`src/rtl/core/keyed_hash_sensor_noise_assert.svh`:
```
// ----------------------------------------------------------------------------
// Assertion macros for the keyed hash sensor noise block
// Implication checks that vanish when SYNTH is defined.
// ----------------------------------------------------------------------------
`ifndef KEYED_HASH_SENSOR_NOISE_ASSERT_SVH
`define KEYED_HASH_SENSOR_NOISE_ASSERT_SVH

`ifndef SYNTH
// Same-cycle implication
`define KHSN_ASSERT_IMPL(name, clk, rst, ante, cons) \
   name: assert property (@(posedge clk) disable iff (rst) (ante) |-> (cons)) \
      else $error("keyed hash noise check failed");
// Next-cycle implication
`define KHSN_ASSERT_NEXT(name, clk, rst, ante, cons) \
   name: assert property (@(posedge clk) disable iff (rst) (ante) |=> (cons)) \
      else $error("keyed hash noise check failed");
`else
`define KHSN_ASSERT_IMPL(name, clk, rst, ante, cons)
`define KHSN_ASSERT_NEXT(name, clk, rst, ante, cons)
`endif

`endif

```
`src/rtl/core/khsn_cmul64.sv`:
```
`timescale 1ns / 1ps
`default_nettype none
// ----------------------------------------------------------------------------
// khsn_cmul64
// Low 64 bits of a 64-bit word times a constant: registered 32x32 partials,
// summed combinationally in the following stage.
// ----------------------------------------------------------------------------
module khsn_cmul64 #(
   parameter logic [63:0] MULT = 64'h0000000000000001
) (
   input  logic        clock,
   input  logic        en,
   input  logic [63:0] a,
   output logic [63:0] p
);

   logic [63:0] ll_ff;
   logic [31:0] hl_ff;
   logic [31:0] lh_ff;
   logic [63:0] ll_in;
   logic [31:0] hl_in;
   logic [31:0] lh_in;

   // Form partial products; upper cross terms only need their low halves
   always_comb begin
      ll_in = {32'd0, a[31:0]} * {32'd0, MULT[31:0]};
      hl_in = a[63:32] * MULT[31:0];
      lh_in = a[31:0] * MULT[63:32];
   end

   always_ff @(posedge clock) begin
      if (en) begin
         ll_ff <= ll_in;
         hl_ff <= hl_in;
         lh_ff <= lh_in;
      end
   end

   // Fold the cross terms into the upper half
   assign p = ll_ff + {hl_ff + lh_ff, 32'd0};

endmodule
`default_nettype wire

```
`config.mk`:
```
export PLATFORM = sky130hd
export DESIGN_NAME = khsn_cmul64
export DESIGN_NICKNAME = d
export VERILOG_FILES = /design/src/rtl/core/keyed_hash_sensor_noise_assert.svh /design/src/rtl/core/khsn_cmul64.sv
export SDC_FILE = /design/constraint.sdc
export NUM_CORES = 1
export LEC_CHECK = 0
export BUFFER_PORTS_ARGS = -buffer_cell sky130_fd_sc_hd__buf_2
export CAP_MARGIN = 20
export CORE_MARGIN = 3
export CORE_UTILIZATION = 40
export CTS_CLUSTER_SIZE = 8
export DETAILED_ROUTE_END_ITERATION = 10
export GPL_ROUTABILITY_DRIVEN = 0
export PLACE_DENSITY = 0.76
export SETUP_SLACK_MARGIN = 0.5
export SLEW_MARGIN = 20
export SYNTH_ARGS = -nofsm -noshare
export SYNTH_HDL_FRONTEND = slang
export SYNTH_SLANG_ARGS = --single-unit
```
`constraint.sdc`:
```
create_clock -name clock -period 0.8 [get_ports clock]
set_input_delay 0.24 -clock clock [delete_from_list [all_inputs] [get_ports clock]]
set_output_delay 0.24 -clock clock [all_outputs]
set_load 0.01 [all_outputs]
```
### Yosys cells after proc, flatten, opt, wreduce, memory -nomap -nowiden

Index checks and enable logic that the tools add are counted.

* bits in registers: 64
* bits in latches: 0
* RAM bits: 0
* bits in read-only memories: 0
* input port bits: 66
* output and inout bits: 64
* word-level logic and storage cells: 3
* memories kept: 0

* $add $sub $neg: 1
* $mul: 0
* divide/modulo/power cells: 0
* $lt $le $gt $ge: 0
* equality and inequality tests: 0
* shift operators: 0
* mux-type cells: 0
* bitwise logic cells: 0
* reductions and logical operators: 0

Operators by type and width (number)
* $add A32 B64 Y64: 1

### Depth between registers and ports, before layout

* depth in word-level cells: 1
* depth in mapped cells: 0

### Worst setup path after synthesis

OpenSTA, ideal clock, no wires.

* kind: register to output
* from: register ll_ff[0]
* to: output p[0]
* arrival time: 0.394 ns
* data required time: 0.560 ns
* slack: 0.166 ns
* cell stages (with the launch flop): 1
* path buffers: 0
* cells stage by stage: edfxtp_1

* word-level cells in the longest chain between the ends: 1

Ends and longest elaborated chain
* start: declaration: RTL line khsn_cmul64.sv:17 `logic [63:0] ll_ff;`
* start signal: assignment: RTL line khsn_cmul64.sv:33 `ll_ff <= ll_in;`
* $add A32 B64 Y64: RTL line khsn_cmul64.sv:40 `assign p = ll_ff + {hl_ff + lh_ff, 32'd0};`
* end: declaration: RTL line khsn_cmul64.sv:14 `output logic [63:0] p`

No other way between the ends.

### Worst setup path after layout

Same ends and word-level chain as after synthesis.

==> qor.yml <==
worstPathCellList: "buf_2"
dr.pass1.iters: 4
die_h_um: 75.3
cp_top_family: "flip-flops"
wl_per_cell_um: 15.8
routed_wl_um: 4400
max-vdd-ir-drop_mv: 1.79
fin_crit_sh_pct: 138
drt_iter0_drc: 50
worstHoldPathType: "in -> reg"
fmax_ghz: 0.908
grt-ovfl-total: 0
synth_top_cells_by_count: "edfxtp_1"
final_core_util_pct: 71.8
cts.sinks: 64
die_x_um: 75.3
cts_tree: "yes"
rsz0062_at_grt: "true"
path_buf_inv: 1
ys_top_cells_by_area: "edfxtp_1"
worst_ep_arrival_time_ns: 0.86
antenna_found_initial: 0
path_class: "reg -> out"
initial_core_util_pct: 42.7
core_area_um2: 4500
fin_nets: 287
synth_top_area_cell: "edfxtp_1"
synth-edff-count: 64
grt_pass1_wl_um: 6140
drt_drc_violations_left: 0
synth_seq_cells: 64
mappedNetlistArea_um2: 1920
drive_gt1_share_pct: 69.9
postRouteAntennaNets: 0
cts_buffer_depth: 2
worstSetupStartpoint: "ll_ff[0]$_DFFE_PP_"
multi_input_area_um2: 0
ys_seq_area_share_pct: 100
worst_slack_ns: -0.301
track_usage_pct: 15.9
die_area_um2: 5670
synth-async-reset-ratio_pct: 0
cpPeakStageDelay_ns: 0.38
cts_buffers: 9
min_period_ns: 1.10
setup_violations: 64
synthCells: 64
synth_cell_types: 1
synth_warnings: 0
synth_nets: 130
power.total_mw: 7.43
synth.top_cell.area_share_pct: 100
routed-via-count: 1212
syn_to_final_growth_pct: 68.4
violations: "negative setup slack"
holdWs_ns: 0.0880
tightest_slew_ns: 0.115
ys.flop_type: "edfxtp_1"
startpoint_type: "flop"
io_buffer_count: 129
n_antenna_cell: 0
cp_max_fo: 1
cts-root-buf: "clkbuf_8"
endpoint_kind: "output pin"
hold_path.startpoint: "a[63]"
slew_violations: 0
status: "finished, violations left"
slowest_stage: "edfxtp_1"
io_pins: 130
max_slew_margin_pct: 92.4
avgSynthCellArea_um2: 30.0
maxCapViolCount: 0
synth_most_common_cell: "edfxtp_1"
cts.htree.levels: 3
grt_max_degree: 11
hold_violations: 0
multi_input_gates: 0
power_leakage_nw: 1.42
via_per_inst: 4.36
required_ns: 0.56
grt_pass1_vias: 1250
std_cell_rows: 24
p_per_area_nw_per_um2: 2300
clkTransAtPathRegs_ns: 0.07
-- cell usage in the layout (no fill, tap or decap) --
master	Yosys	layout
buf_12	0	5
buf_2	0	128
buf_16	0	11
edfxtp_1	64	64
clkbuf_8	0	9
clkbuf_1	0	2
buf_8	0	1
clkinv_2	0	2
bufinv_16	0	1
clkinv_1	0	2
buf_6	0	1
-- state kept, by name, indices dropped and copies added, names as in the netlist --
signal	cells
ll_ff	32
hl_ff	32
-- cell families after synthesis --
logic type	synth area share, %
flip-flops	100
-- area by class of cell --
cell class / instances / area (um2)
flip-flops and latches: 64 / 1920
fillers: 305 / 1270
repair buffers: 146 / 1070
clock buffers: 11 / 131
well taps: 52 / 65.1
clock inverters: 5 / 47.5
-- timing repair --
item | in CTS | in global routing
buffers inserted | 5 | 1
gates resized for setup | 18 | 0
setup endpoints to repair | 128 | 128
endpoints found under the hold margin | 0 | 0
hold buffers | 0 | 0
gates cloned | 9 | 0
-- final timing paths --
| kind | end | slack, ns | depth (start not counted) |
|---|---|---|---|
| max | p[0] | -0.30 | 1 |
| min | hl_ff[31]$_DFFE_PP_ | 0.09 | 1 |
-- metal layers --
metal	share of wire, %	wire length (um)	GRT usage, %	vias to the layer above
met5	0	0	0	-
met4	1.6	72	8.74	0
met3	11	493	6.86	8
met2	53	2340	26.9	75
met1	34	1490	16.6	550
li1	-	-	-	579
-- through the flow --
step / TNS [ns] / cells / cell area [um2] / worst slack, ns
2_1_floorplan: 0 / 64 / 1920 / 0.166
3_3_place_gp: -6.40 / 247 / 2670 / -0.113
3_5_place_dp: -7.21 / 247 / 2670 / -0.128
4_1_cts: -18.06 / 277 / 3220 / -0.326
5_1_grt: -20.01 / 278 / 3240 / -0.361
6_report: -16.84 / 278 / 3240 / -0.301
-- report_power, final --
| part | internal, mW | switching (mW) |
|---|---|---|
| Clock | 1.41 | 1.12 |
| Combinational | 0.480 | 0.386 |
| Sequential | 3.98 | 0.0555 |
| Total | 5.87 | 1.56 |
Power figures use the tool's default switching activity.
