### config.mk
export PLATFORM = sky130hd
export DESIGN_NAME = khsn_csr_flat
export DESIGN_NICKNAME = d
export VERILOG_FILES = /design/src/rtl/core/khsn_pkg.sv /design/src/rtl/core/khsn_csr_if.sv /design/src/rtl/core/khsn_csr.sv /design/src/flat_wrapper.sv
export VERILOG_INCLUDE_DIRS = /design/src /design/src/rtl/core
export SDC_FILE = /design/constraint.sdc
export NUM_CORES = 1
export LEC_CHECK = 0
export BUFFER_PORTS_ARGS = -buffer_cell sky130_fd_sc_hd__buf_2
export CAP_MARGIN = 20
export CORE_UTILIZATION = 49
export CTS_CLUSTER_SIZE = 8
export DETAILED_ROUTE_END_ITERATION = 8
export GPL_ROUTABILITY_DRIVEN = 0
export GPL_TIMING_DRIVEN = 1
export PLACE_DENSITY = 0.79
export SYNTH_ARGS = -nofsm -noshare
export SYNTH_HDL_FRONTEND = slang
export SYNTH_SLANG_ARGS = --single-unit
### constraint.sdc
create_clock -name clock -period 1.5 [get_ports clock]
set_input_delay 0.3 -clock clock [delete_from_list [all_inputs] [get_ports clock]]
set_output_delay 0.3 -clock clock [all_outputs]
set_load 0.01 [all_outputs]
### src/rtl/core/keyed_hash_sensor_noise_assert.svh
// ----------------------------------------------------------------------------
// Assertion macros for the keyed hash sensor noise block
// Implication checks that vanish when SYNTH is defined.
// ----------------------------------------------------------------------------
`ifndef KEYED_HASH_SENSOR_NOISE_ASSERT_SVH
`define KEYED_HASH_SENSOR_NOISE_ASSERT_SVH

`ifndef SYNTH
// Same-cycle implication
`define KHSN_ASSERT_IMPL(name, clk, rst, ante, cons) \
   name: assert property (@(posedge clk) disable iff (rst) (ante) |-> (cons)) \
      else $error("keyed hash noise check failed");
// Next-cycle implication
`define KHSN_ASSERT_NEXT(name, clk, rst, ante, cons) \
   name: assert property (@(posedge clk) disable iff (rst) (ante) |=> (cons)) \
      else $error("keyed hash noise check failed");
`else
`define KHSN_ASSERT_IMPL(name, clk, rst, ante, cons)
`define KHSN_ASSERT_NEXT(name, clk, rst, ante, cons)
`endif

`endif

### src/rtl/core/khsn_pkg.sv
`timescale 1ns / 1ps
`default_nettype none
// ----------------------------------------------------------------------------
// khsn_pkg
// Shared types, mixing constants and channel keys of the sensor noise block.
// ----------------------------------------------------------------------------
package khsn_pkg;

   // Mixing constants
   localparam logic [63:0] K1 = 64'h9E3779B97F4A7C15;
   localparam logic [63:0] K2 = 64'h517CC1B727220A95;
   localparam logic [63:0] M1 = 64'hFF51AFD7ED558CCD;
   localparam logic [63:0] M2 = 64'hC4CEB9FE1A85EC53;

   // Pipeline depth: input with ts parts, h1, m1 parts, h2, m2 parts, c, product, out
   localparam int NUM_STAGES = 8;
   localparam int NUM_AXES   = 3;

   // Sensor kinds
   localparam logic [1:0] KIND_ACCEL  = 2'd0;
   localparam logic [1:0] KIND_GYRO   = 2'd1;
   localparam logic [1:0] KIND_MAGNET = 2'd2;
   localparam logic [1:0] KIND_NONE   = 2'd3;

   // Register indexes
   localparam int          CSR_INDEX_W = 3;
   localparam int          CSR_DATA_W  = 32;
   localparam logic [2:0]  CSR_ENABLE  = 3'd0;
   localparam logic [2:0]  CSR_SEED    = 3'd1;
   localparam logic [2:0]  CSR_ACCEL   = 3'd2;
   localparam logic [2:0]  CSR_GYRO    = 3'd3;
   localparam logic [2:0]  CSR_MAGNET  = 3'd4;

   typedef struct packed {
      logic        enable;
      logic [31:0] seed;
      logic [15:0] accel_mag;
      logic [15:0] gyro_mag;
      logic [15:0] magnet_mag;
   } csr_cfg_type;

   localparam csr_cfg_type CFG_RESET = '{
      enable:     1'b0,
      seed:       32'd0,
      accel_mag:  16'd1311,
      gyro_mag:   16'd66,
      magnet_mag: 16'd32768
   };

   // Per-request side data that travels with the pipeline
   typedef struct packed {
      logic        active;
      logic [15:0] mag;
   } side_type;

   // Channel number times K1, folded at elaboration
   function automatic logic [63:0] chan_mult(input logic [15:0] chan);
      logic [63:0] prod;
      prod = {48'd0, chan} * K1;
      return prod;
   endfunction

   // Channel keys by kind and axis; the unused kind gets zeros
   localparam logic [63:0] CHAN_KEY [4][3] = '{
      '{chan_mult(16'h0AC1), chan_mult(16'h0AC2), chan_mult(16'h0AC3)},
      '{chan_mult(16'h06E1), chan_mult(16'h06E2), chan_mult(16'h06E3)},
      '{chan_mult(16'h0E61), chan_mult(16'h0E62), chan_mult(16'h0E63)},
      '{64'd0, 64'd0, 64'd0}
   };

endpackage
`default_nettype wire

### src/rtl/core/khsn_csr_if.sv
`timescale 1ns / 1ps
`default_nettype none
// ----------------------------------------------------------------------------
// khsn_csr_if
// Register write channel: register index and write data.
// ----------------------------------------------------------------------------
interface khsn_csr_if
   import khsn_pkg::*;
();
   logic                   valid;
   logic                   ready;
   logic [CSR_INDEX_W-1:0] index;
   logic [CSR_DATA_W-1:0]  data;

   modport source (output valid, output index, output data, input ready);
   modport sink   (input valid, input index, input data, output ready);
endinterface
`default_nettype wire

### src/rtl/core/khsn_csr.sv
`timescale 1ns / 1ps
`default_nettype none
`include "keyed_hash_sensor_noise_assert.svh"
// ----------------------------------------------------------------------------
// khsn_csr
// Configuration registers: enable, seed and the three kind magnitudes.
// ----------------------------------------------------------------------------
module khsn_csr
   import khsn_pkg::*;
(
   input  logic        clock,
   input  logic        reset,
   khsn_csr_if.sink    csr_bus,
   output csr_cfg_type cfg
);

   csr_cfg_type cfg_ff;
   csr_cfg_type cfg_in;

   // Always take writes
   assign csr_bus.ready = 1'b1;

   // Decode the write index, drop unknown indexes
   always_comb begin
      cfg_in = cfg_ff;
      if (csr_bus.valid) begin
         unique case (csr_bus.index)
            CSR_ENABLE: cfg_in.enable     = csr_bus.data[0];
            CSR_SEED:   cfg_in.seed       = csr_bus.data[31:0];
            CSR_ACCEL:  cfg_in.accel_mag  = csr_bus.data[15:0];
            CSR_GYRO:   cfg_in.gyro_mag   = csr_bus.data[15:0];
            CSR_MAGNET: cfg_in.magnet_mag = csr_bus.data[15:0];
            default:    cfg_in = cfg_ff;
         endcase
      end
   end

   always_ff @(posedge clock) begin
      if (reset) begin
         cfg_ff <= CFG_RESET;
      end else begin
         cfg_ff <= cfg_in;
      end
   end

   assign cfg = cfg_ff;

   `KHSN_ASSERT_NEXT(a_seed_write, clock, reset, csr_bus.valid && csr_bus.ready && csr_bus.index == CSR_SEED, cfg_ff.seed == $past(csr_bus.data))

endmodule
`default_nettype wire

### src/flat_wrapper.sv
// flat-port wrapper written by rule: the top's interface ports become plain ports
module khsn_csr_flat import khsn_pkg::*;
  (clock, reset, cfg, csr_bus_valid, csr_bus_index, csr_bus_data, csr_bus_ready);
  khsn_csr_if csr_bus_i ();
  input  logic clock;
  input  logic reset;
  output csr_cfg_type cfg;
  input wire logic [$bits(csr_bus_i.valid)-1:0] csr_bus_valid;
  input wire logic [$bits(csr_bus_i.index)-1:0] csr_bus_index;
  input wire logic [$bits(csr_bus_i.data)-1:0] csr_bus_data;
  output wire logic [$bits(csr_bus_i.ready)-1:0] csr_bus_ready;
  assign csr_bus_i.valid = csr_bus_valid;
  assign csr_bus_i.index = csr_bus_index;
  assign csr_bus_i.data = csr_bus_data;
  assign csr_bus_ready = csr_bus_i.ready;
  khsn_csr u_core (.clock(clock), .reset(reset), .csr_bus(csr_bus_i), .cfg(cfg));
endmodule
Word-level counts from Yosys, hierarchy flattened
Cells that the tools add are included.
- register bits: 81
- output and inout bits: 82
- RAM bits: 0
- word-level logic and storage cells: 15
- latch bits: 0
- input port bits: 38
- memories: 0
- ROM bits: 0
- order comparisons: 0
- add/sub/neg operators: 0
- bitwise operators: 0
- $mul: 0
- shifts and indexed selects: 0
- mux-type cells: 0
- reductions and logical operators: 6
- divide/modulo/power cells: 0
- equality and inequality tests: 4
- operators with widths (cell ; number):
    $reduce_and 2->1 ; 5
    $eq 3x2->1 const B ; 2
    $eq 3x1->1 const B ; 1
    $eq 3x3->1 const B ; 1
    $logic_not 3->1 ; 1

Depth between registers and ports, before layout
- word-level depth: 2
- mapped depth: 5
- depth with buffers taken out: 2

Worst setup path after synthesis
Ideal clock, no wire load.
- path kind: input -> register
- from: in csr_bus_index[1]
- to: reg u_core.cfg_ff (netlist bit u_core.cfg[69])
- data arrival time: 1.113 ns
- buffers on the path: 3
- setup slack: 0.315 ns
- setup time: 0.072 ns
- data required time: 1.428 ns
- stages on the path: 5
- cells stage by stage: buf_6 -> and4bb_1 -> buf_6 -> buf_12 -> mux2i_1
- longest elaborated chain between the ends: 2
- RTL lines (what ; line ; text):
    start, declared ; flat_wrapper.sv:9 ; input wire logic [$bits(csr_bus_i.index)-1:0] csr_bus_index;
    $eq 3x1->1 ; khsn_csr.sv:27 ; unique case (csr_bus.index)
    $reduce_and 2->1 (no line) ; -- ;
    end signal, assigned ; khsn_csr.sv:42 ; cfg_ff <= cfg_in;
    end, declared ; khsn_csr.sv:17 ; csr_cfg_type cfg_ff;
No other way between the ends.
A chain may end at the register's enable or synchronous reset.

Worst setup path after layout
- from: reg u_core.cfg_ff (netlist bit u_core.cfg[75])
- to: out cfg[75] (netlist name)
- RTL lines (what ; line ; text):
    end, declared ; flat_wrapper.sv:7 ; output csr_cfg_type cfg;
No word-level cell between the ends.

==> results.md <==
- Initial antenna violation count: 0
- Diode count: 0
- VDD IR max: 0.000510 V
- I/O Buffers: 118
- H-tree levels: 3
- Area grow syn2layout: 25.5%
- CP Capture Type: primary output
- Number of flip-flops in the largest register: 81
- Max-capacitance violation count: 0
- Synth Net Count: ~360
- Design Power: around 4.4 mW
- Bufs and invs on worst path: 1
- Fin cells: ~520
- Crit path max-delay cell type: dfxtp_1
- Total global-route track usage: 19.5%
- Cell count after synthesis: ~320
- P per Cell Area: 1020 mW/mm2
- Period utilisation layout: about 76%
- LEAKAGE: just over 2 nW
- Dpl cells: roughly 500
- Wirelength per Cell: 13.6 um
- Crit. Startpoint: u_core.cfg[75]
- CTS tree: yes
- CP cell instances: buf_2
- Starting density of the core: about half
- Critical path startpoint category: register
- Share of the synthesized area in the top cell type: 47.6%
- Setup violators final: 0
- Detailed Route WL: between 7 and 8 mm
- Levels on crit path: 1
- Drt initial violations: 83
- Clock transition at path regs: ~0.08 ns
- R2R depth: 2
- Syn. warnings: 0
- Worst Path Required: approximately 1.2 ns
- Layout cells sized above 1: 32.6%
- TNS Setup: 0 ns
- Synth unique cells: 17
- Syn avg cell area: 10.7 um2
- Clock skew: 0 ns
- Vias/cell: 4.87
- Area leader, netlist: dfxtp_1
- Register area share after synthesis: 47.6%
- Worst R2R Setup Slack: 0.88 ns
- Grt ovf: 0
- Routed Antenna Nets: 0
- Final Hold Slack: roughly 0.2 ns
- CTS max path bufs: 2
- Endpoints failing hold: 0
- Pin count of the biggest net entering global routing: approximately 70
- Fin nets: ~470
- Tmin final: about 1.1 ns
- CP max FO: 2
- Core ar.: approximately 0.0068 mm2
- Height of the die: ~85 um
- Unrepaired setup endpoints after global routing: no
- Worst setup path endpoint: cfg[75]
- Vias in the first global route: around 2,300
- Die area: between 0.007 and 0.008 mm2
- Slew Viols, Final: 0
- Achievable Freq: slightly below 900 MHz
- CTS resizes: 0
- Crit-path max cell delay: roughly 0.36 ns
- CTS Hold Bufs: 0
- Clock root buffer: clkbuf_8
- Arrival time at the worst endpoint: 0.84 ns
- Clock sinks: 81
- Ports: between 100 and 150
- DRC violations left: 0
- Std cell rows: 30
- Seq cells post-synth: 81
- Cell Area, Synth: roughly 0.0034 mm2
- Hold Path Depth: 3
- Post-CTS Setup Repair Bufs: 0
- Number of CTS-inserted buffers: 9
- Largest delay contributor family on the critical path: flip-flops
- Area contributors post-synth: dfxtp_1 48%, mux2i_1 24%, nand2b_1 19%
- Routed via count: 2,509
- Drt first pass iters: 6
- Clk_lat worst skew: around 0.34 ns
- Min-delay worst type: input port to register
- R2r endpoint: u_core.cfg[36]
- Post-detail-place hpwl: slightly below 5 mm
- Die Wd: around 85 um
- Status: finished clean
- Reg2reg start: u_core.cfg[36]
- Worst Setup Path Type: register to primary output
- First-pass GRT wire length: roughly 11 mm
## layout by cell type (no fill, tap or decap), drive strengths merged
cell     count
nand4b       1
conb         1
dfxtp       81
and4b        1
nand4bb      3
and4bb       3
nor2        19
buf        125
clkinv       3
clkbuf      11
mux2i       81
bufinv       2
nand2b     103
nor4b        1
## cell usage after synthesis
cell type    n
nand4b_1     1
clkbuf_1    10
mux2i_1     81
conb_1       1
buf_6        3
buf_12       1
and4b_1      1
nand2b_1   103
nand4bb_1    3
nor4b_1      1
dfxtp_1     81
and4bb_1     1
buf_2        6
buf_4        4
clkbuf_2     1
and4bb_2     2
nor2_1      19
## per-stage QoR
step	instance area, um2	setup WS, ns	utilization, %
after floorplan	3410	0.315	-
after global placement	4060	0.305	60.0
after detailed placement	4060	0.258	60.0
after CTS	4280	0.343	63.3
after global routing	4280	0.308	63.3
final	4280	0.359	63.3
## final cells by class
cell class	instances	area (um2)
Multi-Input combinational cell	213	1630
Tap cell	80	100
Fill cell	597	2480
Sequential cell	81	1620
Clock buffer	11	141
Timing Repair Buffer	125	706
Clock inverter	5	78.8
## layer usage
layer | track usage, % | wire length, um | share of wire [%]
met5 | 0 | 0 | 0
met4 | 7.27 | 80 | 1.1
met3 | 6.32 | 517 | 7.4
met2 | 29.7 | 2980 | 43
met1 | 26.0 | 3430 | 49
## worst min path at each step
stage                          start        endpoint
detailed placement    u_core.cfg[24]  u_core.cfg[24]
CTS                 csr_bus_data[26]  u_core.cfg[74]
global route        csr_bus_data[18]  u_core.cfg[66]
global placement      u_core.cfg[70]  u_core.cfg[70]
floorplan           csr_bus_data[31]  u_core.cfg[79]
finish              csr_bus_data[26]  u_core.cfg[74]
## power by group
group / leakage, nW / internal [mW] / total (mW) / switching, mW
clock network: 0.113 / 0.982 / 1.77 / 0.788
registers: 0.656 / 2.20 / 2.22 / 0.0233
logic: 1.31 / 0.189 / 0.373 / 0.185
## logic make-up after synthesis
kind of cell	synth area share, %
AND/OR/NAND/NOR	23.9
multiplexers	23.8
flip-flops	47.6
buffers and inverters	4.59
other	0.110
No activity file was read; power rests on OpenSTA's default activity.
